## src/hw/rtl/hskst_pkg.sv

```systemverilog
// Shared types and constants for the sorted key store.
`timescale 1ns / 1ps
package hskst_pkg;

   localparam int CAPACITY = 64;
   localparam int KEY_W    = 32;
   localparam int CNT_W    = $clog2(CAPACITY + 1);

   localparam logic CMD_INSERT = 1'b0;
   localparam logic CMD_PRINT  = 1'b1;

   typedef logic signed [KEY_W-1:0] key_type;
   typedef logic [CNT_W-1:0]        count_type;

   typedef enum logic {
      ST_IDLE,
      ST_PRINT
   } state_type;

   // Command broadcast from the sequencer to every cell of the chain.
   typedef struct packed {
      logic    insert;
      logic    rotate;
      key_type new_key;
   } chain_cmd_type;

endpackage

```

## src/hw/rtl/hskst_cell.sv

```systemverilog
// One cell of the sorted chain: holds one key and its valid bit.
`timescale 1ns / 1ps
module hskst_cell
   import hskst_pkg::*;
(
   input  logic          clock,
   input  logic          reset,
   input  chain_cmd_type cmd,
   input  key_type       left_key,
   input  logic          left_valid,
   input  logic          left_greater,
   input  key_type       right_key,
   input  logic          right_valid,
   input  key_type       head_key,
   output key_type       key,
   output logic          valid,
   output logic          greater
);

   key_type key_ff, key_in;
   logic    valid_ff, valid_in;
   logic    take;

   assign greater = valid_ff && (key_ff > cmd.new_key);
   // A cell moves on insert if its key is larger than the new one, or if it
   // is the first empty cell.
   assign take    = greater || (!valid_ff && left_valid);

   always_comb begin
      key_in   = key_ff;
      valid_in = valid_ff;
      if (cmd.insert && take) begin
         key_in   = left_greater ? left_key : cmd.new_key;
         valid_in = 1'b1;
      end else if (cmd.rotate && valid_ff) begin
         // The last valid cell wraps around to the head's key.
         key_in = right_valid ? right_key : head_key;
      end
   end

   always_ff @(posedge clock) begin
      key_ff <= key_in;
      if (reset) begin
         valid_ff <= 1'b0;
      end else begin
         valid_ff <= valid_in;
      end
   end

   assign key   = key_ff;
   assign valid = valid_ff;

endmodule

```

## config.mk

```make
export PLATFORM = sky130hd
export DESIGN_NAME = hskst_cell
export DESIGN_NICKNAME = d
export VERILOG_FILES = /design/src/hw/rtl/hskst_pkg.sv /design/src/hw/rtl/hskst_cell.sv
export SDC_FILE = /design/constraint.sdc
export NUM_CORES = 1
export LEC_CHECK = 0
export ABC_AREA = 1
export BUFFER_PORTS_ARGS = -buffer_cell sky130_fd_sc_hd__clkbuf_2
export CORE_UTILIZATION = 40
export CTS_CLUSTER_DIAMETER = 100
export CTS_CLUSTER_SIZE = 10
export DETAILED_ROUTE_END_ITERATION = 10
export PLACE_DENSITY_LB_ADDON = 0.3
export SYNTH_ARGS = -nofsm -noshare
export SYNTH_HDL_FRONTEND = slang
export SYNTH_SLANG_ARGS = --single-unit
```

## constraint.sdc

```tcl
create_clock -name clock -period 3.45 [get_ports clock]
set_input_delay 0.69 -clock clock [delete_from_list [all_inputs] [get_ports clock]]
set_output_delay 0.69 -clock clock [all_outputs]
set_load 0.1 [all_outputs]
```

==> results.yml <==
timing:
  fmax_mhz: 334
  setup_tns_ns: 0
  rsz0062_at_grt: "false"
  setup_viol: 0
  holdWs_ns: 0.560
  finalWorstSetupSlack_ns: 0.458
  worst_pin_slew_ns: 1.04
  final_max_slew_viol_count: 0
  slew-limit-headroom_pct: 30.6
  period_share_pct: 86.7
  hold_viol: 0
  period_needed_ns: 2.99
  finClkSkew_ns: 0.00681
route:
  drt-wirelength-per-cell_microns: 12.7
  vias: 3181
  drc_errors: 0
  drt-pass1-iter-count: 4
  routed_wl_mm: 8.36
  ant_nets: 0
  drt_iter0_drc: 96
  via_per_inst: 4.83
cts:
  cts_max_path_buffers: 2
  tritoncts: "done"
  path_clk_slew_ns: 0.07
  cts_root_buf: "clkbuf_8"
  cts.sinks: 33
  holdBufCountCts: 0
  cts_resized: 0
  cts_buffers: 5
  clk_latency_ns: 0.28
  h-tree-depth: 2
  post_cts_buffers: 0
global_route:
  grt_max_degree: 64
  grt_pass1_vias: 3111
  antenna_found_initial: 0
  grt_remaining_overflow: 0
  grt_usage_pct: 21.0
  grt_pass1_wl_mm: 13.7
critical_path:
  end_kind: "primary output"
  crit_type: "primary input to primary output"
  critPathMaxFanout: 3
  critical_path_arrival_ns: 2.30
  cp-start-kind: "primary input"
  r2r_cells: 12
  worstPathRequired_ns: 2.76
layout:
  final_cells: 659
  area_growth_pct: 31.7
  layout.nets: 726
  antennaDiodeCount: 0
  layout-drive-gt1-share_pct: 38.6
placement:
  port_buffers: 168
  dp_hpwl_mm: 6.54
  gp_congestion: 0.800
  dp.cells: 651
  place_ws_ns: 0.412
job:
  drv_cap: 0
synthesis:
  syn_nets: 568
  yosysTopAreaCell: "edfxtp_1"
  synth.mux.area_fraction_pct: 12.0
  avgSynthCellArea_sq_um: 7.69
  synth.most_common_cell: "nand2_1"
  synth_top_family_by_area: "simple AND/OR/NAND/NOR gates"
  synth_area_sq_um: 3080
  seq_area_frac_synth_pct: 31.8
  synthSimpleGateAreaFrac_pct: 25.6
  synthTopCellsByArea: "edfxtp_1 (31%), nand2_1 (16%), ha_1 (13%)"
  synthCells: 401
  yosysUniqueCellTypes: 22
  synth_warnings: 0
  ys_top_cells_by_count: "nand2_1 (134), inv_1 (44), nand3_1 (35)"
  synthArstFlopShare_pct: 0
  synth_top_area_share_pct: 31.2
  synth_ff_type: "edfxtp_1"
  ys_ff_latch: 33
  synth_fa_ha_area_share_pct: 13.0
  synth_compound_area_share_pct: 8.52
  synth_edf_count: 32
  synth-xor-area-share_pct: 0
outcome:
  status: "finished, final reports clean"
min_path:
  worstHoldPathCells: 2
  min_path_type: "flip-flop to flip-flop"
die:
  die_h_microns: 89.8
  design.die.area_sq_um: 8070
  start_util_pct: 41.9
  row_count: 31
  num_io_pins: 169
  fp.coreArea_sq_um: 7370
  die_w_microns: 89.8
power:
  internal_power_mw: 0.832
  p_per_area_nw_per_um2: 367
  comb_power_share_pct: 46.8
  p_sw_mw: 0.660
  peakVddDrop_mv: 0.175
  p_leak_nw: 2.26
  power_frac_seq_pct: 34.7
  total_power_mw: 1.49
  p_sw_share_pct: 44.2
  clock_power_share_pct: 18.5
[critical path, cell delays in order]
cell      delay, ns
clkbuf_2       0.07
inv_1          0.04
ha_1           0.29
nand2_1        0.07
nor2_1         0.22
nand3_1        0.13
nor3b_2        0.17
nand2_1        0.09
nand3_1        0.08
nand3_2        0.11
inv_1          0.14
buf_12         0.19
[stage by stage]
step	utilization, %	instance area, sq um
floorplan	-	3080
global placement	54.0	3980
detailed placement	54.0	3980
CTS	55.1	4060
global route	55.1	4060
finish	55.1	4060
[registers in the layout, indices dropped and copies added, names as in the netlist]
| name | cells |
|---|---|
| key | 32 |
| valid | 1 |
[worst paths after layout]
path | from | end | slack, ns
worst max-delay path | cmd[23] | greater | 0.46
worst min-delay path | valid | valid | 0.56
worst max register to register | key[22] | key[16] | 0.82
worst min register to register | valid | valid | 0.56
[placed cells by master (no fill, tap or decap)]
cell type	instances
nand3_2	1
nor3b_1	1
nand2_1	134
clkbuf_8	5
mux2_2	33
inv_1	44
clkinv_1	2
o21ai_0	33
clkbuf_2	167
buf_12	1
nor3b_2	1
o21a_1	2
ha_1	32
nor2_1	9
nand2_4	2
a21oi_1	15
dfxtp_1	1
a21o_1	1
edfxtp_1	32
clkinv_2	1
nand3_1	35
nor2_2	1
buf_4	4
nand4_1	3
[per-layer routing]
| layer | wire, microns | global-route usage (%) |
|---|---|---|
| met3 | 504 | 3.55 |
| met4 | 143 | 7.79 |
| met2 | 4290 | 38.3 |
| met1 | 3420 | 24.5 |
| met5 | 0 | 0 |
[power by group through the flow]
stage	clock network [mW]	logic, mW	registers [mW]
3_3_place_gp	0	0.689	0.527
3_5_place_dp	0	0.700	0.527
2_1_floorplan	0	0.263	0.790
5_1_grt	0.308	0.758	0.523
4_1_cts	0.288	0.704	0.518
6_report	0.276	0.698	0.518
[layout make-up]
| type | instances | area (sq um) |
|---|---|---|
| clock buffers | 5 | 68.8 |
| clock inverters | 3 | 12.5 |
| fillers | 738 | 3310 |
| inverters | 44 | 165 |
| multi-input cells | 303 | 1820 |
| flip-flops and latches | 33 | 981 |
| well taps | 99 | 124 |
| repair buffers | 172 | 886 |
[cell families after synthesis]
kind of cell | after synthesis
muxes | 33
adders and majority gates | 32
buffers and inverters | 65
AOI/OAI and AO/OA | 51
DFF | 33
and+or+nand+nor | 187
(Power assumes the default switching activity.)
