## config.mk

```make
export PLATFORM = sky130hd
export DESIGN_NAME = hskst_ctrl_flat
export DESIGN_NICKNAME = d
export VERILOG_FILES = /design/src/hw/rtl/hskst_pkg.sv /design/src/hw/rtl/hskst_if.sv /design/src/hw/rtl/hskst_ctrl.sv /design/src/flat_wrapper.sv
export SDC_FILE = /design/constraint.sdc
export NUM_CORES = 1
export LEC_CHECK = 0
export BUFFER_PORTS_ARGS = -buffer_cell sky130_fd_sc_hd__buf_2
export CAP_MARGIN = 20
export CORE_MARGIN = 1.5
export CORE_UTILIZATION = 44
export CTS_BUF_LIST = sky130_fd_sc_hd__clkbuf_4 sky130_fd_sc_hd__clkbuf_8 sky130_fd_sc_hd__clkbuf_16
export DETAILED_ROUTE_END_ITERATION = 10
export HOLD_SLACK_MARGIN = 0.05
export PLACE_DENSITY_LB_ADDON = 0.05
export SLEW_MARGIN = 15
export SYNTH_ARGS = -nofsm -noshare
export SYNTH_HDL_FRONTEND = slang
export SYNTH_SLANG_ARGS = --single-unit
```

## constraint.sdc

```tcl
create_clock -name clock -period 2.86 [get_ports clock]
set_input_delay 0.143 -clock clock [delete_from_list [all_inputs] [get_ports clock]]
set_output_delay 0.143 -clock clock [all_outputs]
set_load 0.005 [all_outputs]
```

## src/hw/rtl/hskst_pkg.sv

```systemverilog
// Shared types and constants for the sorted key store.
`timescale 1ns / 1ps
package hskst_pkg;

   localparam int CAPACITY = 64;
   localparam int KEY_W    = 32;
   localparam int CNT_W    = $clog2(CAPACITY + 1);

   localparam logic CMD_INSERT = 1'b0;
   localparam logic CMD_PRINT  = 1'b1;

   typedef logic signed [KEY_W-1:0] key_type;
   typedef logic [CNT_W-1:0]        count_type;

   typedef enum logic {
      ST_IDLE,
      ST_PRINT
   } state_type;

   // Command broadcast from the sequencer to every cell of the chain.
   typedef struct packed {
      logic    insert;
      logic    rotate;
      key_type new_key;
   } chain_cmd_type;

endpackage

```

## src/hw/rtl/hskst_if.sv

```systemverilog
// Request and response channel interfaces of the sorted key store.
`timescale 1ns / 1ps
interface hskst_req_if
   import hskst_pkg::*;
();
   logic    valid;
   logic    ready;
   logic    command;
   key_type new_key;

   modport source (output valid, output command, output new_key, input ready);
   modport sink   (input valid, input command, input new_key, output ready);
endinterface

interface hskst_rsp_if
   import hskst_pkg::*;
();
   logic    valid;
   logic    ready;
   key_type out_key;
   logic    last_of_run;
   logic    full_error;

   modport source (output valid, output out_key, output last_of_run,
                   output full_error, input ready);
   modport sink   (input valid, input out_key, input last_of_run,
                   input full_error, output ready);
endinterface

```

## src/hw/rtl/hskst_ctrl.sv

```systemverilog
// Request sequencer and response register of the sorted key store.
`timescale 1ns / 1ps
module hskst_ctrl
   import hskst_pkg::*;
(
   input  logic          clock,
   input  logic          reset,
   hskst_req_if.sink     req,
   hskst_rsp_if.source   rsp,
   input  key_type       head_key,
   output chain_cmd_type chain_cmd,
   output count_type     count
);

   state_type state_ff, state_in;
   count_type count_ff, count_in;
   count_type remain_ff, remain_in;
   logic      rsp_valid_ff, rsp_valid_in;
   key_type   rsp_key_ff, rsp_key_in;
   logic      rsp_last_ff, rsp_last_in;
   logic      rsp_err_ff, rsp_err_in;

   logic slot_free, accept, full, ins_ok, ins_err, print_go, step;

   assign slot_free = !rsp_valid_ff || rsp.ready;
   assign full      = (count_ff == count_type'(CAPACITY));

   // Output decode.
   always_comb begin
      req.ready = (state_ff == ST_IDLE) && slot_free;
      accept    = req.valid && req.ready;
      ins_ok    = accept && (req.command == CMD_INSERT) && !full;
      ins_err   = accept && (req.command == CMD_INSERT) && full;
      print_go  = accept && (req.command == CMD_PRINT) && (count_ff != '0);
      step      = (state_ff == ST_PRINT) && slot_free;
      chain_cmd.insert  = ins_ok;
      chain_cmd.rotate  = step;
      chain_cmd.new_key = req.new_key;
   end

   // Next state.
   always_comb begin
      state_in = state_ff;
      case (state_ff)
         ST_IDLE: begin
            if (print_go) state_in = ST_PRINT;
         end
         ST_PRINT: begin
            if (step && (remain_ff == count_type'(1))) state_in = ST_IDLE;
         end
         default: state_in = ST_IDLE;
      endcase
   end

   always_comb begin
      count_in     = ins_ok ? count_ff + count_type'(1) : count_ff;
      remain_in    = remain_ff;
      rsp_valid_in = rsp_valid_ff;
      rsp_key_in   = rsp_key_ff;
      rsp_last_in  = rsp_last_ff;
      rsp_err_in   = rsp_err_ff;
      if (print_go) begin
         remain_in = count_ff;
      end else if (step) begin
         remain_in = remain_ff - count_type'(1);
      end
      if (step) begin
         rsp_valid_in = 1'b1;
         rsp_key_in   = head_key;
         rsp_last_in  = (remain_ff == count_type'(1));
         rsp_err_in   = 1'b0;
      end else if (ins_err) begin
         rsp_valid_in = 1'b1;
         rsp_key_in   = '0;
         rsp_last_in  = 1'b1;
         rsp_err_in   = 1'b1;
      end else if (rsp.ready) begin
         rsp_valid_in = 1'b0;
      end
   end

   always_ff @(posedge clock) begin
      remain_ff   <= remain_in;
      rsp_key_ff  <= rsp_key_in;
      rsp_last_ff <= rsp_last_in;
      rsp_err_ff  <= rsp_err_in;
      if (reset) begin
         state_ff     <= ST_IDLE;
         count_ff     <= '0;
         rsp_valid_ff <= 1'b0;
      end else begin
         state_ff     <= state_in;
         count_ff     <= count_in;
         rsp_valid_ff <= rsp_valid_in;
      end
   end

   assign rsp.valid       = rsp_valid_ff;
   assign rsp.out_key     = rsp_key_ff;
   assign rsp.last_of_run = rsp_last_ff;
   assign rsp.full_error  = rsp_err_ff;
   assign count           = count_ff;

endmodule

```

## src/flat_wrapper.sv

```systemverilog
// flat-port wrapper written by rule: the top's interface ports become plain ports
module hskst_ctrl_flat import hskst_pkg::*;
  (clock, reset, head_key, chain_cmd, count, req_valid, req_command, req_new_key, req_ready, rsp_valid, rsp_out_key, rsp_last_of_run, rsp_full_error, rsp_ready);
  hskst_req_if req_i ();
  hskst_rsp_if rsp_i ();
  input  logic clock;
  input  logic reset;
  input  key_type head_key;
  output chain_cmd_type chain_cmd;
  output count_type count;
  input wire logic [$bits(req_i.valid)-1:0] req_valid;
  input wire logic [$bits(req_i.command)-1:0] req_command;
  input wire logic [$bits(req_i.new_key)-1:0] req_new_key;
  output wire logic [$bits(req_i.ready)-1:0] req_ready;
  output wire logic [$bits(rsp_i.valid)-1:0] rsp_valid;
  output wire logic [$bits(rsp_i.out_key)-1:0] rsp_out_key;
  output wire logic [$bits(rsp_i.last_of_run)-1:0] rsp_last_of_run;
  output wire logic [$bits(rsp_i.full_error)-1:0] rsp_full_error;
  input wire logic [$bits(rsp_i.ready)-1:0] rsp_ready;
  assign req_i.valid = req_valid;
  assign req_i.command = req_command;
  assign req_i.new_key = req_new_key;
  assign req_ready = req_i.ready;
  assign rsp_valid = rsp_i.valid;
  assign rsp_out_key = rsp_i.out_key;
  assign rsp_last_of_run = rsp_i.last_of_run;
  assign rsp_full_error = rsp_i.full_error;
  assign rsp_i.ready = rsp_ready;
  hskst_ctrl u_core (.clock(clock), .reset(reset), .req(req_i), .rsp(rsp_i), .head_key(head_key), .chain_cmd(chain_cmd), .count(count));
endmodule
```

==> results of run 1 <==
-- flip-flops by register name (all words and copies together) (netlist names) --
signal / cells
u_core.count: 7
u_core.state_ff: 1
u_core.rsp.last_of_run: 1
u_core.remain_ff: 7
u_core.rsp.valid: 1
u_core.rsp.out_key: 32
u_core.rsp.full_error: 1
-- path summary, 6_finish.rpt --
path,endpoint,slack (ns),cells after the start
min reg2reg,u_core.count[1],0.53,2
max reg2reg,u_core.remain_ff[5],0.72,4
max,u_core.remain_ff[5],0.72,4
min,u_core.rsp.out_key[13],0.14,2
-- critical path, delay by kind of cell, from the launching register on --
kind | cells | cell delay (ns)
DFF | 1 | 0.94
buffers and inverters | 1 | 0.17
muxes | 1 | 0.37
AOI/OAI and AO/OA | 1 | 0.22
and+or+nand+nor | 1 | 0.19
-- cell usage in the layout, fill, tap and decap left out, types with 2 or more instances in the layout --
| cell type | netlist | routed |
|---|---|---|
| sky130_fd_sc_hd__a21oi_1 | 2 | 2 |
| sky130_fd_sc_hd__nor2_1 | 13 | 13 |
| sky130_fd_sc_hd__inv_1 | 7 | 7 |
| sky130_fd_sc_hd__mux2_1 | 2 | 2 |
| sky130_fd_sc_hd__ha_1 | 4 | 4 |
| sky130_fd_sc_hd__xor2_1 | 4 | 4 |
| sky130_fd_sc_hd__nor2b_1 | 2 | 2 |
| sky130_fd_sc_hd__buf_2 | 0 | 81 |
| sky130_fd_sc_hd__mux2i_1 | 3 | 3 |
| sky130_fd_sc_hd__nand4_1 | 3 | 3 |
| sky130_fd_sc_hd__and3_2 | 2 | 2 |
| sky130_fd_sc_hd__nand2_1 | 6 | 6 |
| sky130_fd_sc_hd__nor3b_1 | 2 | 2 |
| sky130_fd_sc_hd__clkbuf_8 | 0 | 5 |
| sky130_fd_sc_hd__nand2b_1 | 3 | 3 |
| sky130_fd_sc_hd__edfxtp_1 | 40 | 40 |
| sky130_fd_sc_hd__mux2_2 | 4 | 4 |
| sky130_fd_sc_hd__dfxtp_1 | 10 | 10 |
| sky130_fd_sc_hd__xnor2_1 | 3 | 3 |
| sky130_fd_sc_hd__and3_1 | 32 | 32 |
| sky130_fd_sc_hd__nor4b_1 | 3 | 3 |
-- power groups by stage --
stage | sequential (mW) | combinational, mW | clock, mW
global route | 0.827 | 0.130 | 0.540
CTS | 0.823 | 0.119 | 0.505
global placement | 0.840 | 0.119 | 0
finish | 0.823 | 0.117 | 0.497
detailed placement | 0.840 | 0.118 | 0
floorplan | 0.837 | 0.102 | 0
-- layout make-up --
class	count	area [um^2]	area share
sequential	50	1400	0.502
multi-input combinational	103	751	0.269
timing repair buffer	82	413	0.148
tap	72	90.1	0.0322
clock buffer	5	68.8	0.0246
clock inverter	3	43.8	0.0157
inverter	7	26.3	0.00940
-- metal layers --
metal | GRT usage | vias to the layer above | routed length (um)
met1 | 0.203 | 730 | 2050
met3 | 0.0588 | 18 | 446
met4 | 0.0768 | 0 | 118
met2 | 0.266 | 74 | 2400
li1 | - | 771 | -
met5 | 0 | - | 0
-- logic make-up after synthesis --
kind of cell | after synthesis | synth area share
AND/OR/NAND/NOR | 76 | 0.192
flip-flops | 50 | 0.567
buffers and inverters | 49 | 0.129
multiplexers | 10 | 0.0456
XOR/XNOR | 7 | 0.0248
AO/OA/AOI/OAI | 6 | 0.0213
adder cells (fa/ha/maj) | 4 | 0.0203
-- through the flow --
stage	cell area, um^2	cells	util	setup slack, ns	hold WS (ns)
2_1_floorplan	2470	202	-	0.827	0.323
3_3_place_gp	2680	314	0.490	0.833	0.286
3_5_place_dp	2680	314	0.490	0.764	0.286
4_1_cts	2790	322	0.511	0.751	0.140
5_1_grt	2790	322	0.511	0.520	0.134
6_report	2790	322	0.511	0.718	0.143
==> results.md, run 1 <==
| Result | This run | Unit |
|---|---|---|
| Synth top area cells | sky130_fd_sc_hd__edfxtp_1 49%, sky130_fd_sc_hd__buf_4 10%, sky130_fd_sc_hd__and3_1 8.1% | - |
| Critical path launch point | u_core.state_ff | - |
| H-Tree Level Count | 2 | - |
| Critical Path AT | 2.21 | ns |
| Share of the synthesized area in the top cell type | 0.486 | - |
| Initial core utilization | 0.452 | - |
| Startpoint of the lowest-slack hold path | head_key[13] | - |
| Number of antenna violations at the first check in global routing | 0 | - |
| Total power consumption of the routed design | 1.44 | mW |
| Setup CP Type | flop to flop | - |
| Per-instance average area after synthesis | 12.2 | um^2 |
| FFs w/ async S/R, synth | 0 | - |
| Number of diodes added for antenna fixing | 0 | - |
| Class of the tightest hold or removal check | input port to flop | - |
| CTS Hold Buffers Added | 0 | - |
| Clock tree from TritonCTS | done | - |
| Routability-driven placement congestion ratio | 0.758 | - |
| Fraction of power spent switching nets | 0.214 | - |
| Outcome | completed | - |
| Largest stage delay on the critical path | 0.94 | ns |
| Final period utilization | 0.749 | - |
| Post-Syn Area | 0.00247 | mm^2 |
| Setup_tns | 0 | ns |
| Category of the worst setup path launch point | flop | - |
| Count of boundary I/O pins | 146 | - |
| Half-perimeter wire length after detailed placement | 3740 | um |
| Router iterations before antenna repair | 4 | - |
| Dominant cell type by area after synthesis | sky130_fd_sc_hd__edfxtp_1 | - |
| Count of cells resized by post-cts repair | 0 | - |
| Worst VDD drop | 0.199 | mV |
| Register bit count reported by yosys | 50 | - |
| Std cell rows | 27 | - |
| Count of distinct cell types in the synthesized netlist | 37 | - |
| Fmax | 467 | MHz |
| Switching component of the power | 0.308 | mW |
| Antenna viol nets, final | 0 | - |
| Post-CTS setup buffer count | 0 | - |
| Worst reg2reg startpoint | u_core.state_ff | - |
| Peak fanout along the critical path | 36 | - |
| Die outline width | 77.9 | um |
| Leakage | 1.29 | nW |
| Detailed-route wire length per cell | 15.6 | um |
| Final Routed Wirelength | 5010 | um |
| Number of flops mapped to enable cells by yosys | 40 | - |
| Total of buffers placed on input and output ports | 81 | - |
| Post-Syn Nets | 275 | - |
| Shortest clock period the worst path allows after layout | 2.14 | ns |
| Core region area | 0.00547 | mm^2 |
| Total global routing track utilization | 0.167 | - |
| Prevailing post-synth register cell | sky130_fd_sc_hd__edfxtp_1 | - |
| Sequential share of power | 0.573 | - |
| Sequential cell area fraction in the yosys report | 0.567 | - |
| DRC Markers | 0 | - |
| Layout cell share with drive strength beyond 1 | 0.416 | - |
| Final setup viols | 0 | - |
| Top post-synthesis cells by count | 40 x sky130_fd_sc_hd__edfxtp_1, 34 x sky130_fd_sc_hd__buf_4, 32 x sky130_fd_sc_hd__and3_1 | - |
| Vias in the first global route | 1521 | - |
| Number of filler instances in the final layout | 534 | - |
| DR vias | 1593 | - |
| Slowest stage cell on the critical path | sky130_fd_sc_hd__dfxtp_1 | - |
| Total number of yosys warnings | 0 | - |
| Portion of total power attributed to combinational logic | 0.081 | - |
| Root Buffer Master | sky130_fd_sc_hd__clkbuf_8 | - |
| First-iteration detailed-routing DRC count | 75 | - |
| Category of the worst setup path capture point | flop | - |
| Pwr/cell area | 515 | mW/mm^2 |
| Number of pins with negative max-slew slack in the final report | 0 | - |
| Vertical die dimension | 77.9 | um |
| Most frequent cell after synthesis | sky130_fd_sc_hd__edfxtp_1 | - |
| Worst slew slack as a fraction of its limit | 0.377 | - |
| Synthesized instance count | 202 | - |
| Internal power | 1.13 | mW |
| Die Footprint | 0.00607 | mm^2 |
| Worst Path Required | 2.93 | ns |
| Number of vias per cell | 4.95 | - |
| Clock buffers created by TritonCTS | 5 | - |
| Maximum number of pins on one net before global-route repair | 37 | - |
| Total grt overflow | 0 | - |
| Clock group share of total power | 0.346 | - |
| Unrepaired setup endpoints after global routing | no | - |
| Clk sinks | 50 | - |
| Fin Clk Skew | 0.0105 | ns |
| Area added between synthesis and finish | 13.1 | % |
| Chain of cells forming the critical path | inv_1 -> nand4_1 -> o21bai_4 -> mux2_2 | - |
| Clock transition at path regs | 0.09 | ns |
| Max Cap Violations | 0 | - |
| Global-route wire length before repair | 7750 | um |
| Final-stage net count | 322 | - |
| Measured slew at the worst slew-check pin | 0.933 | ns |
| Source-to-sink clock delay at the later pin of the worst-skew pair | 0.30 | ns |
| Number of hold violations in the final report | 0 | - |
| Number of buffers on the longest clock path | 2 | - |
(Power assumes the default switching activity.)
==> run 2, diff against run 1 <==
Settings changed: ABC_AREA set to 1, CORE_UTILIZATION 44 to 40.
Clock period 2.86 ns to 1.7 ns, I/O delays scaled along.
==> run 2 against run 1 <==
Against the previous run: critical path type unchanged; largest cell class unchanged; highest routed layer unchanged; first-iteration DRC count up 12%; synthesized cell count up 32%; core utilization decreased by 1.5 points; count of clock-buffer cells in the layout did not move; global-route usage fell by 2.5 points; largest power group unchanged; synthesized area grew 2.5%; register-to-register slack got worse by 0.56 ns; combinational power up 140%; clock skew grew 0.0033 ns; critical endpoint is now u_core.rsp.out_key[16]; non-clock buffer count increased by 12; final cell count grew 26%.
==> results.md, run 2 <==
| Result | This run | Unit |
|---|---|---|
| Category of the worst setup path capture point | flop | - |
| Setup CP Type | flop to flop | - |
| Share of synthesized area spent on multiplexers | 0 | - |
| Initial core utilization | 0.420 | - |
| Dominant cell type by area after synthesis | sky130_fd_sc_hd__edfxtp_1 | - |
| Synthesized instance count | 267 | - |
| Fmax | 648 | MHz |
| Post-Syn Nets | 340 | - |
| Number of cells on the worst hold path | 3 | - |
| Post-Syn Area | 0.00253 | mm^2 |
| Number of hold violations in the final report | 0 | - |
| Share of the synthesized area in the top cell type | 0.474 | - |
| Root Buffer Master | sky130_fd_sc_hd__clkbuf_8 | - |
| Number of antenna violations at the first check in global routing | 0 | - |
| Shortest clock period the worst path allows after layout | 1.54 | ns |
| Final Routed Wirelength | 4910 | um |
| Count of boundary I/O pins | 146 | - |
| Number of vias per cell | 4.31 | - |
| Most common cell after layout, fill and taps aside | sky130_fd_sc_hd__buf_2 | - |
| Antenna viol nets, final | 0 | - |
| Fin Clk Skew | 0.0137 | ns |
| Clock tree from TritonCTS | done | - |
| Fraction of power spent switching nets | 0.225 | - |
| Class of the tightest hold or removal check | input port to flop | - |
| Internal power | 1.94 | mW |
| Clock group share of total power | 0.332 | - |
| Max Cap Violations | 0 | - |
| Grt met2 use | 0.224 | - |
| Per-instance average area after synthesis | 9.49 | um^2 |
| Clock buffers created by TritonCTS | 5 | - |
| Number of flops mapped to enable cells by yosys | 40 | - |
| Sequential share of power | 0.556 | - |
| Clk sinks | 50 | - |
| Core region area | 0.00603 | mm^2 |
| H-Tree Level Count | 2 | - |
| FFs w/ async S/R, synth | 0 | - |
| Slowest stage cell on the critical path | sky130_fd_sc_hd__dfxtp_1 | - |
| Total grt overflow | 0 | - |
| Std cell rows | 28 | - |
| Total of buffers placed on input and output ports | 81 | - |
| Routability-driven placement congestion ratio | 0.762 | - |
| Complex-gate fraction of the synthesized area | 0.0435 | - |
| Count of distinct cell types in the synthesized netlist | 26 | - |
| Register bit count reported by yosys | 50 | - |
| Top post-synthesis cells by count | 49 x sky130_fd_sc_hd__inv_1, 46 x sky130_fd_sc_hd__nor2_1, 40 x sky130_fd_sc_hd__edfxtp_1 | - |
| Detailed-route wire length per cell | 12.1 | um |
| CP Buf/Inv Count | 2 | - |
| Worst Path Required | 1.71 | ns |
| Die Footprint | 0.00682 | mm^2 |
| GRT met3 Usage | 0.0484 | - |
| Most repeated library cell on the critical path | sky130_fd_sc_hd__nand2_2 | - |
| Vertical die dimension | 82.6 | um |
| Leakage | 1.45 | nW |
| Sequential cell area fraction in the yosys report | 0.553 | - |
| Outcome | completed | - |
| Category of the worst setup path launch point | flop | - |
| Number of diodes added for antenna fixing | 0 | - |
| Area added between synthesis and finish | 17.9 | % |
| Met1 usage in global routing | 0.180 | - |
| Unrepaired setup endpoints after global routing | no | - |
| Synth top area cells | sky130_fd_sc_hd__edfxtp_1 47%, sky130_fd_sc_hd__buf_4 10%, sky130_fd_sc_hd__dfxtp_1 7.9% | - |
| Prevailing post-synth register cell | sky130_fd_sc_hd__edfxtp_1 | - |
| Final-stage net count | 402 | - |
| Total number of yosys warnings | 0 | - |
| Chain of cells forming the critical path | inv_1 -> ha_1 -> nand2_2 -> nor2_4 -> nand2_2 -> nand2_4 -> buf_12 | - |
| Kind of cell adding the most delay to the critical path | simple AND/OR/NAND/NOR gates | - |
| Half-perimeter wire length after detailed placement | 3790 | um |
| Total global routing track utilization | 0.142 | - |
| Instance count on the critical path | 7 | - |
| Measured slew at the worst slew-check pin | 0.328 | ns |
| Largest family of logic cells by synthesized area | buffers and inverters | - |
| Layout cell share with drive strength beyond 1 | 0.352 | - |
| Largest stage delay on the critical path | 0.35 | ns |
| Maximum number of pins on one net before global-route repair | 33 | - |
| Router iterations before antenna repair | 4 | - |
| Final period utilization | 0.907 | - |
| Simple-Gate Fraction of Synth Area | 0.164 | - |
| Worst slew slack as a fraction of its limit | 0.782 | - |
| Critical Path AT | 1.55 | ns |
| Cells on worst reg2reg path | 7 | - |
| Number of pins with negative max-slew slack in the final report | 0 | - |
| Commonest cells after routing, fill and taps aside | 81 x sky130_fd_sc_hd__buf_2, 49 x sky130_fd_sc_hd__inv_1, 46 x sky130_fd_sc_hd__nor2_1 | - |
| Clock transition at path regs | 0.10 | ns |
| Global-route wire length before repair | 7250 | um |
| Die outline width | 82.6 | um |
| GRT Max-Usage Layer | met2 | - |
| Most frequent cell after synthesis | sky130_fd_sc_hd__inv_1 | - |
| Xor/xnor cell area share of the yosys netlist | 0.0277 | - |
| Portion of total power attributed to combinational logic | 0.113 | - |
| First-iteration detailed-routing DRC count | 84 | - |
| Switching component of the power | 0.564 | mW |
| Final core utilization | 0.496 | - |
| DR vias | 1747 | - |
| Final setup viols | 0 | - |
| Pwr/cell area | 838 | mW/mm^2 |
| Setup_tns | 0 | ns |
| Vias in the first global route | 1612 | - |
| Adder and majority gate portion of the synthesized area | 0.0198 | - |
| DRC Markers | 0 | - |
| Peak fanout along the critical path | 14 | - |
| Worst VDD drop | 0.342 | mV |
| Number of filler instances in the final layout | 604 | - |
| Max reg flops | 32 | - |
| Number of buffers on the longest clock path | 2 | - |
| Source-to-sink clock delay at the later pin of the worst-skew pair | 0.30 | ns |
-- run 2: path summary, 6_finish.rpt --
path                                             from                endpoint  slack (ns)
worst min-delay path                      head_key[5]   u_core.rsp.out_key[5]        0.07
worst min register to register  u_core.rsp.full_error   u_core.rsp.full_error        0.45
worst max register to register        u_core.count[0]  u_core.rsp.out_key[16]        0.16
worst max-delay path                  u_core.count[0]  u_core.rsp.out_key[16]        0.16
-- run 2: worst min-delay path, cell delays in order --
cell and delay [ns]:
sky130_fd_sc_hd__buf_2 0.07, sky130_fd_sc_hd__inv_1 0.03, sky130_fd_sc_hd__nor2_1 0.08
-- run 2: power by group through the flow --
stage                     sequential (mW)  clock [mW]  combinational (mW)
after floorplan                      1.42           0               0.207
after global placement               1.42           0               0.277
after detailed placement             1.42           0               0.273
after CTS                            1.39       0.861               0.277
after global routing                 1.40       0.901               0.322
final                                1.39       0.830               0.282
-- run 2: layout make-up --
type	count	area [um^2]	share of cell area
clock buffers	5	68.8	0.0230
inverters	51	191	0.0641
clock inverters	3	42.5	0.0142
repair buffers	94	531	0.178
multi-input cells	127	658	0.220
flip-flops and latches	50	1400	0.469
well taps	75	93.8	0.0314
-- run 2: timing repair --
item,CTS,global route
setup buffers,0,5
endpoints found under the hold margin,6,0
hold buffers,1,0
endpoints found under the setup margin,0,36
resized for setup,0,2
-- run 2: stage by stage --
stage          cell area [um^2]  std cells  power, mW  hold slack [ns]  worst slack, ns
2_1_floorplan              2540        267       1.63            0.154            0.151
3_3_place_gp               2820        391       1.70            0.170            0.117
3_5_place_dp               2820        391       1.69            0.170           0.0988
4_1_cts                    2940        400       2.53           0.0646           0.0735
5_1_grt                    2990        405       2.62           0.0744           0.0407
6_report                   2990        405       2.50           0.0705            0.157
-- run 2: metal layers --
layer	vias to the layer above	wire (um)	share of wire
met4	0	123	0.025
met1	732	2180	0.44
met5	-	0	0
met3	24	506	0.10
li1	910	-	-
met2	81	2100	0.43
-- run 2: logic make-up (layout without fill, tap and decap cells) --
group           Yosys count  in the layout
compound gates           20             20
xor+xnor                  8              8
fa+ha+maj                 4              4
buf+inv                  90            153
flops                    50             50
simple gates             95             95
==> run 3, diff against run 2 <==
Settings changed: CAP_MARGIN 20 to not set, RECOVER_POWER set to 25.
==> run 3 against run 2 <==
Against the previous run: sequential share of layout area up 0.14 points; combinational power about the same; final cell count unchanged; global-route usage unchanged; cell area down 0.29%; register-to-register slack about the same; die area unchanged; largest cell class unchanged; critical path type unchanged; worst hold slack about the same.
==> results.md, run 3 (synthesis results as in run 2) <==
| Result | This run | Unit |
|---|---|---|
| Count of boundary I/O pins | 146 | - |
| Number of buffers on the longest clock path | 2 | - |
| Worst path setup slack after routing | 0.159 | ns |
| DRC Markers | 0 | - |
| Kind of cell adding the most delay to the critical path | simple AND/OR/NAND/NOR gates | - |
| Total grt overflow | 0 | - |
| Cells on worst reg2reg path | 7 | - |
| Max reg flops | 32 | - |
| Detailed-route wire length per cell | 12.1 | um |
| Critical R2R Capture | u_core.rsp.out_key[16] | - |
| Final setup viols | 0 | - |
| Number of diodes added for antenna fixing | 0 | - |
| Number of cells on the worst hold path | 3 | - |
| Shortest clock period the worst path allows after layout | 1.54 | ns |
| Standard cell area after detailed placement | 0.00282 | mm^2 |
| Hold worst-path end | u_core.rsp.out_key[5] | - |
| Startpoint of the lowest-slack hold path | head_key[5] | - |
| Routability-driven placement congestion ratio | 0.762 | - |
| Count of non-filler cells in the finished layout | 405 | - |
| Worst Path Required | 1.71 | ns |
| Number of antenna violations at the first check in global routing | 0 | - |
| Unrepaired setup endpoints after global routing | no | - |
| Number of hold violations in the final report | 0 | - |
| Initial core utilization | 0.420 | - |
| Clock buffers created by TritonCTS | 5 | - |
| Largest stage delay on the critical path | 0.35 | ns |
| Root Buffer Master | sky130_fd_sc_hd__clkbuf_8 | - |
| Die outline width | 82.6 | um |
| Final-stage net count | 402 | - |
| Global-route wire length before repair | 7250 | um |
| Chain of cells forming the critical path | inv_1 -> ha_1 -> nand2_2 -> nor2_4 -> nand2_2 -> nand2_4 -> buf_12 | - |
| Area added between synthesis and finish | 17.5 | % |
| Maximum number of pins on one net before global-route repair | 33 | - |
| Measured slew at the worst slew-check pin | 0.328 | ns |
| Final Instance Area | 0.00298 | mm^2 |
| Layout cell share with drive strength beyond 1 | 0.330 | - |
| Clk sinks | 50 | - |
| Commonest cells after routing, fill and taps aside | 74 x sky130_fd_sc_hd__buf_2, 49 x sky130_fd_sc_hd__inv_1, 46 x sky130_fd_sc_hd__nor2_1 | - |
| Total of buffers placed on input and output ports | 81 | - |
| Total power consumption of the routed design | 2.50 | mW |
| Peak fanout along the critical path | 14 | - |
| Std cell rows | 28 | - |
| Fin Clk Skew | 0.0138 | ns |
| Outcome | completed | - |
| Critical Path AT | 1.55 | ns |
| Pwr/cell area | 840 | mW/mm^2 |
| Class of the tightest hold or removal check | input port to flop | - |
| First-iteration detailed-routing DRC count | 84 | - |
| Worst R2R Setup Slack | 0.16 | ns |
| DR vias | 1737 | - |
| Worst reg2reg startpoint | u_core.count[0] | - |
| Critical path launch point | u_core.count[0] | - |
| Leakage | 1.43 | nW |
| Category of the worst setup path capture point | flop | - |
| Number of pins with negative max-slew slack in the final report | 0 | - |
| Antenna viol nets, final | 0 | - |
| Source-to-sink clock delay at the later pin of the worst-skew pair | 0.30 | ns |
| Category of the worst setup path launch point | flop | - |
| Half-perimeter wire length after detailed placement | 3790 | um |
| Die Footprint | 0.00682 | mm^2 |
| Core region area | 0.00603 | mm^2 |
| Worst VDD drop | 0.342 | mV |
| Clock transition at path regs | 0.10 | ns |
| Most repeated library cell on the critical path | sky130_fd_sc_hd__nand2_2 | - |
| Most common cell after layout, fill and taps aside | sky130_fd_sc_hd__buf_2 | - |
| Final period utilization | 0.906 | - |
| Slowest stage cell on the critical path | sky130_fd_sc_hd__dfxtp_1 | - |
| Worst slew slack as a fraction of its limit | 0.782 | - |
| Clock tree from TritonCTS | done | - |
| Router iterations before antenna repair | 4 | - |
| CP Buf/Inv Count | 2 | - |
| Vertical die dimension | 82.6 | um |
| Vias in the first global route | 1612 | - |
| Max Cap Violations | 0 | - |
| Setup CP Type | flop to flop | - |
| Total global routing track utilization | 0.142 | - |
| Post-Place Setup Slack | 0.0988 | ns |
| Final Routed Wirelength | 4910 | um |
| H-Tree Level Count | 2 | - |
| Number of placed cells counting well taps | 391 | - |
| Fmax | 649 | MHz |
| Setup_tns | 0 | ns |
| Number of vias per cell | 4.29 | - |
[run 3: cell count changes in the layout (fill, tap and decap cells not counted)]
cell                       before  now
sky130_fd_sc_hd__clkbuf_1       0    7
sky130_fd_sc_hd__buf_2         81   74
[run 3: repair_timing]
item | in CTS | in global routing
hold endpoints to repair | 6 | 0
gates resized for setup | 0 | 2
hold buffers | 1 | 0
endpoints found under the setup margin | 0 | 36
setup buffers | 0 | 5
[run 3: area by class of cell]
class                      instances  area, um^2
timing repair buffer              94         522
tap                               75        93.8
sequential                        50        1400
clock inverter                     3        42.5
fill                             606        3050
inverter                          51         191
clock buffer                       5        68.8
multi-input combinational        127         658
[run 3: worst max-delay path by stage]
stage | to | slack (ns) | cells after the start
6_report | u_core.rsp.out_key[16] | 0.16 | 7
3_5_place_dp | u_core.rsp.out_key[1] | 0.1 | 7
2_1_floorplan | u_core.remain_ff[0] | 0.15 | 8
3_3_place_gp | u_core.rsp.out_key[11] | 0.12 | 7
4_1_cts | u_core.rsp.out_key[16] | 0.07 | 7
5_1_grt | u_core.rsp.out_key[16] | 0.04 | 7
[run 3: report_power, final]
| group | internal, mW | switching [mW] |
|---|---|---|
| sequential | 1.37 | 0.0178 |
| combinational | 0.126 | 0.155 |
| clock | 0.439 | 0.389 |
[run 3: metal layers]
metal / global-route usage / routed length [um]
met1: 0.180 / 2210
met2: 0.224 / 2090
met3: 0.0484 / 485
met4: 0.0550 / 121
met5: 0 / 0
[run 3: metrics by stage]
step | hold slack [ns] | util
global placement | 0.170 | 0.468
detailed placement | 0.170 | 0.468
global route | 0.0744 | 0.494
finish | 0.0704 | 0.494
floorplan | 0.154 | -
CTS | 0.0646 | 0.489
[run 3: worst register-to-register path, delay by kind of cell (launching register included)]
kind | cells | cell delay, ns
adder cells (fa/ha/maj) | 1 | 0.17
flip-flops | 1 | 0.35
buffers and inverters | 2 | 0.25
AND/OR/NAND/NOR | 4 | 0.47
